**config.mk**
```make
export PLATFORM = sky130hd
export DESIGN_NAME = circular_deque_top
export DESIGN_NICKNAME = d
export VERILOG_FILES = /design/src/rtl/core/cdq_pkg.sv /design/src/rtl/core/circular_deque_top.sv /design/src/rtl/core/cdq_cell.sv
export SDC_FILE = /design/constraint.sdc
export NUM_CORES = 1
export LEC_CHECK = 0
export ABC_AREA = 1
export ABC_CLOCK_PERIOD_IN_PS = 16700
export BUFFER_PORTS_ARGS = -buffer_cell sky130_fd_sc_hd__buf_2
export CORE_ASPECT_RATIO = 1.1
export CORE_MARGIN = 5
export CORE_UTILIZATION = 55
export CTS_CLUSTER_SIZE = 16
export DETAILED_ROUTE_END_ITERATION = 8
export HOLD_SLACK_MARGIN = 0.06
export PLACE_DENSITY = 0.79
export SETUP_SLACK_MARGIN = 0.3
export SYNTH_ARGS = -nofsm -noshare
export SYNTH_HDL_FRONTEND = slang
export SYNTH_HIERARCHICAL = 1
export SYNTH_SLANG_ARGS = --single-unit
```
**constraint.sdc**
```tcl
create_clock -name clk -period 16.7 [get_ports clk]
set_clock_uncertainty 0.05 [all_clocks]
set_input_delay 0.835 -clock clk [delete_from_list [all_inputs] [get_ports clk]]
set_output_delay 0.835 -clock clk [all_outputs]
set_load 0.05 [all_outputs]
```
**src/rtl/core/cdq_pkg.sv**
```systemverilog
// Package for the circular deque: command, status and cell-operation codes,
// the control word sent along the row of cells, and shared widths.
// Used by cdq_cell and circular_deque_top; depends on nothing else.
package cdq_pkg;

  localparam int DEPTH_DEF = 8;
  localparam int DATA_W    = 32;
  localparam int CMD_W     = 2;
  localparam int STATUS_W  = 2;
  localparam int OCC_W     = 4;

  typedef enum logic [CMD_W-1:0] {
    CMD_PUSH_REAR  = 2'd0,
    CMD_PUSH_FRONT = 2'd1,
    CMD_POP_FRONT  = 2'd2,
    CMD_POP_REAR   = 2'd3
  } cmd_t;

  typedef enum logic [STATUS_W-1:0] {
    ST_DONE      = 2'd0,
    ST_OVERFLOW  = 2'd1,
    ST_UNDERFLOW = 2'd2
  } status_t;

  typedef enum logic [1:0] {
    OP_HOLD        = 2'd0,
    OP_SHIFT_RIGHT = 2'd1,
    OP_SHIFT_LEFT  = 2'd2,
    OP_WRITE_TAIL  = 2'd3
  } cell_op_t;

  typedef struct packed {
    cell_op_t op;
    logic     pick_en;
    logic     pick_front;
  } cell_ctrl_t;

endpackage

```
**src/rtl/core/circular_deque_top.sv**
```systemverilog
// Top level of the circular deque: a row of DEPTH cells with the front word
// always in cell 0, the element count, the command decode and the result word.
// Depends on cdq_pkg and cdq_cell.
//
// Each accepted command word yields exactly one result word in the next cycle,
// and a new command is taken every cycle as long as the result register is
// empty or being read in the same cycle. A push at the front or a pop at the
// front shifts the whole row of cells by one place in that cycle; a push at
// the rear writes the cell just past the last element; a pop at the rear reads
// the last element through an AND-OR selection across all cells, which is the
// longest path and grows with DEPTH. There is no clearing pass after reset:
// the cells hold no reset value and only occupied cells are ever read.
module circular_deque_top #(
  parameter int DEPTH = cdq_pkg::DEPTH_DEF
) (
  input  logic                                clk,
  input  logic                                rst_n,
  input  logic                                in_valid,
  output logic                                in_ready,
  input  logic [cdq_pkg::CMD_W-1:0]           in_cmd,
  input  logic signed [cdq_pkg::DATA_W-1:0]   in_push_value,
  output logic                                out_valid,
  input  logic                                out_ready,
  output logic signed [cdq_pkg::DATA_W-1:0]   out_pop_value,
  output logic [cdq_pkg::STATUS_W-1:0]        out_status,
  output logic [cdq_pkg::OCC_W-1:0]           out_occupancy
);

  localparam int CW = $clog2(DEPTH + 1);
  localparam logic [CW-1:0] FULL_COUNT = CW'(DEPTH);
  localparam logic [CW-1:0] ONE        = CW'(1);

  logic                       fire;
  logic                       full;
  logic                       empty;
  cdq_pkg::cmd_t              cmd;
  cdq_pkg::cell_ctrl_t        ctrl;
  cdq_pkg::status_t           status_nxt;
  logic [CW-1:0]              count_r;
  logic [CW-1:0]              count_nxt;
  logic [cdq_pkg::DATA_W-1:0] push_data;
  logic [cdq_pkg::DATA_W-1:0] pop_data;
  logic [cdq_pkg::DATA_W-1:0] cell_data [DEPTH];
  logic [cdq_pkg::DATA_W-1:0] cell_pick [DEPTH];

  logic                       out_valid_r;
  logic                       out_valid_nxt;
  logic [cdq_pkg::DATA_W-1:0] pop_value_r;
  cdq_pkg::status_t           status_r;
  logic [cdq_pkg::OCC_W-1:0]  occ_r;

  assign in_ready  = !out_valid_r || out_ready;
  assign fire      = in_valid && in_ready;
  assign cmd       = cdq_pkg::cmd_t'(in_cmd);
  assign full      = (count_r == FULL_COUNT);
  assign empty     = (count_r == '0);
  assign push_data = in_push_value;

  always_comb begin
    ctrl.op         = cdq_pkg::OP_HOLD;
    ctrl.pick_en    = 1'b0;
    ctrl.pick_front = 1'b0;
    status_nxt      = cdq_pkg::ST_DONE;
    count_nxt       = count_r;
    if (fire) begin
      unique case (cmd)
        cdq_pkg::CMD_PUSH_REAR: begin
          if (full) begin
            status_nxt = cdq_pkg::ST_OVERFLOW;
          end else begin
            ctrl.op   = cdq_pkg::OP_WRITE_TAIL;
            count_nxt = count_r + ONE;
          end
        end
        cdq_pkg::CMD_PUSH_FRONT: begin
          if (full) begin
            status_nxt = cdq_pkg::ST_OVERFLOW;
          end else begin
            ctrl.op   = cdq_pkg::OP_SHIFT_RIGHT;
            count_nxt = count_r + ONE;
          end
        end
        cdq_pkg::CMD_POP_FRONT: begin
          if (empty) begin
            status_nxt = cdq_pkg::ST_UNDERFLOW;
          end else begin
            ctrl.op         = cdq_pkg::OP_SHIFT_LEFT;
            ctrl.pick_en    = 1'b1;
            ctrl.pick_front = 1'b1;
            count_nxt       = count_r - ONE;
          end
        end
        cdq_pkg::CMD_POP_REAR: begin
          if (empty) begin
            status_nxt = cdq_pkg::ST_UNDERFLOW;
          end else begin
            ctrl.pick_en = 1'b1;
            count_nxt    = count_r - ONE;
          end
        end
        default: begin
          status_nxt = cdq_pkg::ST_DONE;
        end
      endcase
    end
  end

  for (genvar i = 0; i < DEPTH; i++) begin : g_cell
    logic [cdq_pkg::DATA_W-1:0] left_data;
    logic [cdq_pkg::DATA_W-1:0] right_data;

    if (i == 0) begin : g_first
      assign left_data = push_data;
    end else begin : g_mid_left
      assign left_data = cell_data[i-1];
    end

    if (i == DEPTH - 1) begin : g_last
      assign right_data = '0;
    end else begin : g_mid_right
      assign right_data = cell_data[i+1];
    end

    cdq_cell #(
      .DEPTH (DEPTH),
      .IDX   (i)
    ) u_cell (
      .clk        (clk),
      .ctrl       (ctrl),
      .count      (count_r),
      .left_data  (left_data),
      .right_data (right_data),
      .push_data  (push_data),
      .data_o     (cell_data[i]),
      .pick_o     (cell_pick[i])
    );
  end

  always_comb begin
    pop_data = '0;
    for (int i = 0; i < DEPTH; i++) begin
      pop_data = pop_data | cell_pick[i];
    end
  end

  always_comb begin
    if (fire) begin
      out_valid_nxt = 1'b1;
    end else if (out_ready) begin
      out_valid_nxt = 1'b0;
    end else begin
      out_valid_nxt = out_valid_r;
    end
  end

  always_ff @(posedge clk) begin
    if (!rst_n) begin
      count_r     <= '0;
      out_valid_r <= 1'b0;
    end else begin
      count_r     <= count_nxt;
      out_valid_r <= out_valid_nxt;
    end
  end

  always_ff @(posedge clk) begin
    if (fire) begin
      pop_value_r <= pop_data;
      status_r    <= status_nxt;
      occ_r       <= cdq_pkg::OCC_W'(count_nxt);
    end
  end

  assign out_valid     = out_valid_r;
  assign out_pop_value = pop_value_r;
  assign out_status    = status_r;
  assign out_occupancy = occ_r;

  a_count_bound: assert property (@(posedge clk) disable iff (!rst_n)
    count_r <= FULL_COUNT)
    else $error("element count exceeds depth");

  a_underflow_zero: assert property (@(posedge clk) disable iff (!rst_n)
    (out_valid_r && status_r == cdq_pkg::ST_UNDERFLOW) |->
      (pop_value_r == '0 && occ_r == '0))
    else $error("underflow result carries data or a nonzero occupancy");

  a_push_grows: assert property (@(posedge clk) disable iff (!rst_n)
    (fire && !full && (cmd == cdq_pkg::CMD_PUSH_REAR || cmd == cdq_pkg::CMD_PUSH_FRONT))
      |=> (count_r == $past(count_r) + ONE))
    else $error("accepted push did not add one element");

  a_overflow_full: assert property (@(posedge clk) disable iff (!rst_n)
    (out_valid_r && status_r == cdq_pkg::ST_OVERFLOW) |->
      (occ_r == cdq_pkg::OCC_W'(FULL_COUNT) && pop_value_r == '0))
    else $error("overflow result without a full deque");

endmodule

```
**src/rtl/core/cdq_cell.sv**
```systemverilog
// One cell of the deque row: holds one word and moves it to or from its
// neighbors as the broadcast control word says. Depends on cdq_pkg.
module cdq_cell #(
  parameter int DEPTH = cdq_pkg::DEPTH_DEF,
  parameter int IDX   = 0
) (
  input  logic                            clk,
  input  cdq_pkg::cell_ctrl_t             ctrl,
  input  logic [$clog2(DEPTH+1)-1:0]      count,
  input  logic [cdq_pkg::DATA_W-1:0]      left_data,
  input  logic [cdq_pkg::DATA_W-1:0]      right_data,
  input  logic [cdq_pkg::DATA_W-1:0]      push_data,
  output logic [cdq_pkg::DATA_W-1:0]      data_o,
  output logic [cdq_pkg::DATA_W-1:0]      pick_o
);

  localparam int CW = $clog2(DEPTH + 1);
  localparam logic [CW-1:0] MY_IDX   = CW'(IDX);
  localparam logic [CW-1:0] TAIL_IDX = CW'(IDX + 1);

  logic [cdq_pkg::DATA_W-1:0] data_r;
  logic [cdq_pkg::DATA_W-1:0] data_nxt;
  logic                       sel;

  always_comb begin
    unique case (ctrl.op)
      cdq_pkg::OP_HOLD:        data_nxt = data_r;
      cdq_pkg::OP_SHIFT_RIGHT: data_nxt = left_data;
      cdq_pkg::OP_SHIFT_LEFT:  data_nxt = right_data;
      cdq_pkg::OP_WRITE_TAIL:  data_nxt = (count == MY_IDX) ? push_data : data_r;
      default:                 data_nxt = data_r;
    endcase
  end

  always_ff @(posedge clk) begin
    data_r <= data_nxt;
  end

  assign sel    = ctrl.pick_en && (ctrl.pick_front ? (IDX == 0) : (count == TAIL_IDX));
  assign pick_o = sel ? data_r : '0;
  assign data_o = data_r;

endmodule

```
==> impl_metrics.csv, run 1 <==
group,metric,value,unit
setup_path,timing.rr.end,"g_cell[2].u_cell/data_o[8]",
route,wire_per_inst,18.96,µm
setup_path,cp_max_fo,33,
floorplan,die_h,200.4,µm
floorplan,die_w,183.1,µm
cells_and_area,fin_nets,2296,
timing,relSlewSlack,0.1814,
clocking,insertion_delay,0.56,ns
clocking,cts_sinks,299,
clocking,cts_tree,"built",
setup_path,crit_start,"count_r[0]",
clocking,ctsHtreeMaxLevel,1,
cells_and_area,multiInputGateArea,0.007358,mm²
route,vias_per_cell,5.720,
synth,ys.flop_type,"edfxtp_1",
cells_and_area,seq_area,0.008929,mm²
grt,grt_overflow,0,
grt,grt_pass1_vias,15177,
setup_path,r2r_cells,11,
cells_and_area,fin_util,0.5944,
route,drt-total-wl,51240,µm
route,drt_first_pass_iters,6,
floorplan,initial_core_util,0.5586,
setup_path,crit_arrival,5.03,ns
synth,synth_top_cell_by_area,"edfxtp_1",
cells_and_area,layout_commonest_cell,"nand2_1",
clocking,cts_buffers,31,
grt,antenna_found_initial,1,
synth,synth_top_area_frac,0.4869,
grt,grt_pass1_wl,80240,µm
clocking,cts-root-buf,"clkbuf_16",
route,drc_errors,0,
setup_path,setup.worst_path.end_class,"flop",
grt,grt_max_degree,45,
synth,ys_seq_area_frac,0.4924,
floorplan,core_area,0.03246,mm²
timing,max_freq,0.2150,GHz
power,vdd_ir_drop_max,0.08346,mV
setup_path,path_class,"reg -> reg",
setup_path,rrSetupSlack,12.05,ns
floorplan,rows,69,
floorplan,die_area,0.03671,mm²
worst_hold_path,worstHoldStart,"g_cell[7].u_cell/data_o[20]",
clocking,hold_buffers,0,
synth,synth_area,0.01813,mm²
worst_hold_path,whs_path_depth,2,
power,leakagePower,8.876,nW
clocking,cts_setup_buffers,0,
synth,synthCells,2202,
timing,fin_crit,4.651,ns
timing,maxSlewViolCount,0,
timing,finalHoldViolations,0,
worst_hold_path,hold_path.class,"reg -> reg",
synth,synth.area.top_cells,"edfxtp_1 49%, nand2_1 17%, nor2_2 6.2%",
route,ant_nets,0,
outcome,status,"completed",
place,dp_hpwl,28950,µm
synth,synth_edf_count,294,
clocking,ctsResizeCount,0,
cells_and_area,fillerInstances,2860,
grt,grt.total_usage,0.2702,
floorplan,ios,78,
timing,rsz0062_at_grt,"false",
synth,synth-seq-cells,299,
flow_run,maxCapViolCount,0,
setup_path,reg2reg_from,"count_r[0]",
timing,finalCritPeriodShare,0.2785,
worst_hold_path,hold_end,"g_cell[6].u_cell/data_o[20]",
timing,fin_tns_setup,0,ns
clocking,path_clk_slew,0.06,ns
clocking,cts_buffer_depth,3,
route,dr.first_iter.drc_count,1944,
cells_and_area,area_delta_synth_final,6.396,%
setup_path,required,17.07,ns
setup_path,startpoint_type,"flop",
synth,ys_warn_count,6,
power,power_density,101.9,mW/mm²
synth,synthArstFlopShare,0,
place,io_buffers,77,
place,place_congestion,0.8636,
synth,syn_avg_cell_area,8.235,µm²
timing,tightest_slew,1.225,ns
cells_and_area,layout_common_cells,"836 x nand2_1, 294 x edfxtp_1, 279 x inv_1",
synth,synth.distinct_cells,28,
timing,setup_violations,0,
cells_and_area,layout-drive-gt1-share,0.1802,
route,num_vias,15456,
==> metal layers <==
layer | global-route usage | routed length [µm]
met5 | 0 | 0
met4 | 0.09925 | 1783
met3 | 0.04186 | 5498
met2 | 0.4536 | 24430
met1 | 0.3549 | 19530
==> worst max-delay path by stage <==
stage                                       end
floorplan            g_cell[1].u_cell/data_o[0]
global placement    g_cell[6].u_cell/data_o[28]
detailed placement   g_cell[2].u_cell/data_o[0]
CTS                  g_cell[2].u_cell/data_o[8]
global route        g_cell[4].u_cell/data_o[18]
finish               g_cell[2].u_cell/data_o[8]
==> cell type report <==
class / count / area share
repair buffers: 87 / 0.02387
clock buffers: 41 / 0.04215
inverters: 300 / 0.05837
flip-flops and latches: 299 / 0.4628
well taps: 426 / 0.02763
multi-input cells: 1537 / 0.3814
diodes: 1 / 0.0001297
clock inverters: 11 / 0.003696
==> cells in the mapped netlist, types with 5 or more instances <==
library cell / instances
a21oi_1: 10
buf_2: 24
buf_6: 71
dfxtp_1: 5
edfxtp_1: 294
inv_1: 279
inv_2: 21
nand2_1: 836
nand2_2: 8
nand3_1: 215
nand3_2: 51
nand3b_4: 7
nor2_1: 111
nor2_2: 179
nor2_4: 10
nor4_1: 64
==> where the power goes <==
group          switching (mW)  internal, mW
Clock                   0.289         0.352
Sequential             0.0590         0.941
Combinational           0.235        0.0906
Total                   0.583          1.38
==> per-stage QoR <==
| stage | total power [mW] | setup slack (ns) | hold WS, ns | cells | cell area [µm²] |
|---|---|---|---|---|---|
| 2_1_floorplan | 1.234 | 10.87 | 0.4737 | 2233 | 18250 |
| 3_3_place_gp | 1.317 | 12.44 | 0.4786 | 2649 | 18410 |
| 3_5_place_dp | 1.331 | 12.22 | 0.4895 | 2649 | 18410 |
| 4_1_cts | 1.964 | 12.17 | 0.5038 | 2701 | 19290 |
| 5_1_grt | 2.039 | 11.82 | 0.5245 | 2702 | 19290 |
| 6_report | 1.967 | 12.05 | 0.5093 | 2702 | 19290 |
==> state kept, by name, indices dropped and copies added (netlist names) <==
register,cells
count_r,4
g_cell.u_cell/data_o,256
out_occupancy,4
out_pop_value,32
out_status,2
out_valid,1
==> worst max-delay path: stages (launching register included) <==
cell and delay, ns:
dfxtp_1 0.80, inv_1 0.22, ha_1 0.33, nand3_2 0.13, inv_2 0.06, nand2_2 0.09, nand3_2 0.09, nor2_2 0.74
inv_2 0.61, nor2_4 1.02, nand2_1 0.19, nand3_2 0.11
==> cell families after synthesis <==
family / synth area share
fa+ha+maj: 0.001380
flops: 0.4924
simple gates: 0.3866
xor+xnor: 0.0009662
compound gates: 0.004830
other cells: 0.0002068
buf+inv: 0.1136
Note: power is estimated with default switching activity, not from simulation.
==> run 2, diff against run 1 <==
ABC_CLOCK_PERIOD_IN_PS = 4000   (was 16700)
PLACE_DENSITY = 0.82   (was 0.79)
clock period = 4 ns   (was 16.7 ns; I/O delays follow)
==> run 2 against run 1 <==
Sequential cell count is the same. Non-clock buffer count up 52. First-iteration DRC count increased by 10%. Clock-buffer cell count grew 4. Setup slack got worse by 11 ns. Design area up 3.5%. Final cell count increased by 2.1%. Critical path type unchanged.
==> impl_metrics.csv, run 2 (synthesized netlist as in run 1, its figures left out) <==
group,metric,value,unit
outcome,status,"completed",
timing,fin_tns_setup,0,ns
cells_and_area,fin_util,0.6151,
route,wire_per_inst,18.96,µm
clocking,insertion_delay,0.52,ns
setup_path,max_stage_delay,0.82,ns
floorplan,core_area,0.03246,mm²
setup_path,path_class,"reg -> reg",
cells_and_area,layout-drive-gt1-share,0.1951,
timing,max_freq,0.3227,GHz
cells_and_area,area_delta_synth_final,10.11,%
clocking,cts_buffer_depth,3,
setup_path,cp_num_cells,11,
timing,rsz0062_at_grt,"false",
flow_run,maxCapViolCount,0,
timing,finalCritPeriodShare,0.7746,
setup_path,timing.rr.end,"g_cell[6].u_cell/data_o[24]",
route,drt-total-wl,52300,µm
cells_and_area,layout_commonest_cell,"nand2_1",
floorplan,ios,78,
setup_path,setup.worst_path.end_class,"flop",
cells_and_area,fin_nets,2351,
clocking,path_clk_slew,0.06,ns
cells_and_area,antenna_cells,0,
setup_path,worstPathCellList,"buf_4, inv_1, ha_1, nand3_2, inv_2, nand2_2, nand3_2, nor2_2, nor2_1, a21oi_4, buf_4",
setup_path,crit_start,"count_r[0]",
setup_path,critPathBufInv,4,
clocking,ctsResizeCount,0,
grt,grt.total_usage,0.2762,
setup_path,startpoint_type,"flop",
timing,relSlewSlack,0.2746,
cells_and_area,layout_common_cells,"836 x nand2_1, 294 x edfxtp_1, 279 x inv_1",
route,drt_first_pass_iters,6,
timing,fin_crit,3.099,ns
route,dr.first_iter.drc_count,2139,
power,vdd_ir_drop_max,0.2551,mV
place,io_buffers,77,
place,place_congestion,0.9013,
clocking,cts_buffers,34,
timing,timing.hold.ws,0.08507,ns
setup_path,reg2reg_from,"count_r[0]",
setup_path,required,4.16,ns
cells_and_area,seq_area,0.008929,mm²
route,drc_errors,0,
grt,grt_overflow,0,
worst_hold_path,hold_path.class,"in -> reg",
timing,tightest_slew,1.086,ns
timing,maxSlewViolCount,0,
timing,setup_violations,0,
route,ant_nets,0,
clocking,cts_tree,"built",
route,vias_per_cell,5.693,
cells_and_area,largest_reg_flops,256,
setup_path,crit_slowest_cell,"a21oi_4",
grt,grt_max_degree,45,
route,num_vias,15700,
timing,finalHoldViolations,0,
setup_path,critPathTopFamily,"compound AO/OA/AOI/OAI gates",
clocking,cts-root-buf,"clkbuf_16",
clocking,cts_sinks,299,
timing,worst_slack,0.9015,ns
grt,grt_pass1_vias,15961,
place,dp_hpwl,32920,µm
setup_path,rrSetupSlack,0.90,ns
floorplan,initial_core_util,0.5586,
floorplan,die_h,200.4,µm
floorplan,die_area,0.03671,mm²
clocking,ctsHtreeMaxLevel,2,
cells_and_area,multiInputGateArea,0.007365,mm²
power,power_density,430.0,mW/mm²
floorplan,rows,69,
setup_path,cp_max_fo,24,
grt,antenna_found_initial,1,
grt,grt_pass1_wl,82020,µm
setup_path,crit_path_end,"g_cell[6].u_cell/data_o[24]",
cells_and_area,fillerInstances,2693,
place,dp_slack,0.9662,ns
setup_path,crit_arrival,3.26,ns
floorplan,die_w,183.1,µm
setup_path,r2r_cells,11,
power,leakagePower,9.220,nW
## run 2: changes by cell type in the layout (fill, tap and decap cells not counted), sizes merged
| cell | change |
|---|---|
| clkinv | -1 |
| diode | -1 |
| dlygate4sd3 | +16 |
| inv | +1 |
| bufinv | +1 |
| buf | +36 |
| clkbuf | +4 |
## run 2: routing by layer
| layer | vias up | share of wire | track usage |
|---|---|---|---|
| met4 | 2 | 0.052 | 0.1400 |
| met5 | - | 0.00013 | 0 |
| met3 | 208 | 0.11 | 0.04639 |
| li1 | 7163 | - | - |
| met2 | 1032 | 0.49 | 0.4709 |
| met1 | 7295 | 0.35 | 0.3370 |
## run 2: stage by stage
step / power (mW) / cell area (µm²) / instances
floorplan: 5.156 / 18350 / 2233
detailed placement: 5.614 / 18780 / 2685
CTS: 8.575 / 19970 / 2758
global route: 8.882 / 19970 / 2758
finish: 8.586 / 19970 / 2758
global placement: 5.548 / 18780 / 2685
## run 2: cell type report
cell class,instances,share of cell area
Inverter,300,0.05640
Sequential cell,299,0.4472
Tap cell,426,0.02670
Timing Repair Buffer,139,0.04963
Clock buffer,45,0.04575
Clock inverter,12,0.005515
Multi-Input combinational cell,1537,0.3688
## run 2: tightest hold or removal path: cells and delay by family
kind                   cells  cell delay, ns
buffers and inverters      1            0.18
AND/OR/NAND/NOR            2            0.15
## run 2: worst min path at each step
stage,to,startpoint,slack [ns],cells past startpoint
after floorplan,out_valid,in_valid,0.32,2
after CTS,g_cell[2].u_cell/data_o[23],in_push_value[23],0.06,3
final,g_cell[2].u_cell/data_o[19],in_push_value[19],0.09,3
after detailed placement,out_valid,in_valid,0.46,3
after global placement,out_valid,in_valid,0.45,3
after global routing,g_cell[0].u_cell/data_o[8],in_push_value[8],0.09,3
## run 2: report_power, final
group / internal, mW / switching, mW / total, mW
clock: 1.73 / 1.24 / 2.97
combinational: 0.422 / 1.02 / 1.44
sequential: 3.93 / 0.246 / 4.18
total: 6.08 / 2.50 / 8.59
## run 2: what timing repair did
| item | in CTS | in global routing |
|---|---|---|
| buffers inserted | 0 | 0 |
| endpoints found under the setup margin | 0 | 0 |
| endpoints found under the hold margin | 54 | 0 |
| hold buffers | 16 | 0 |
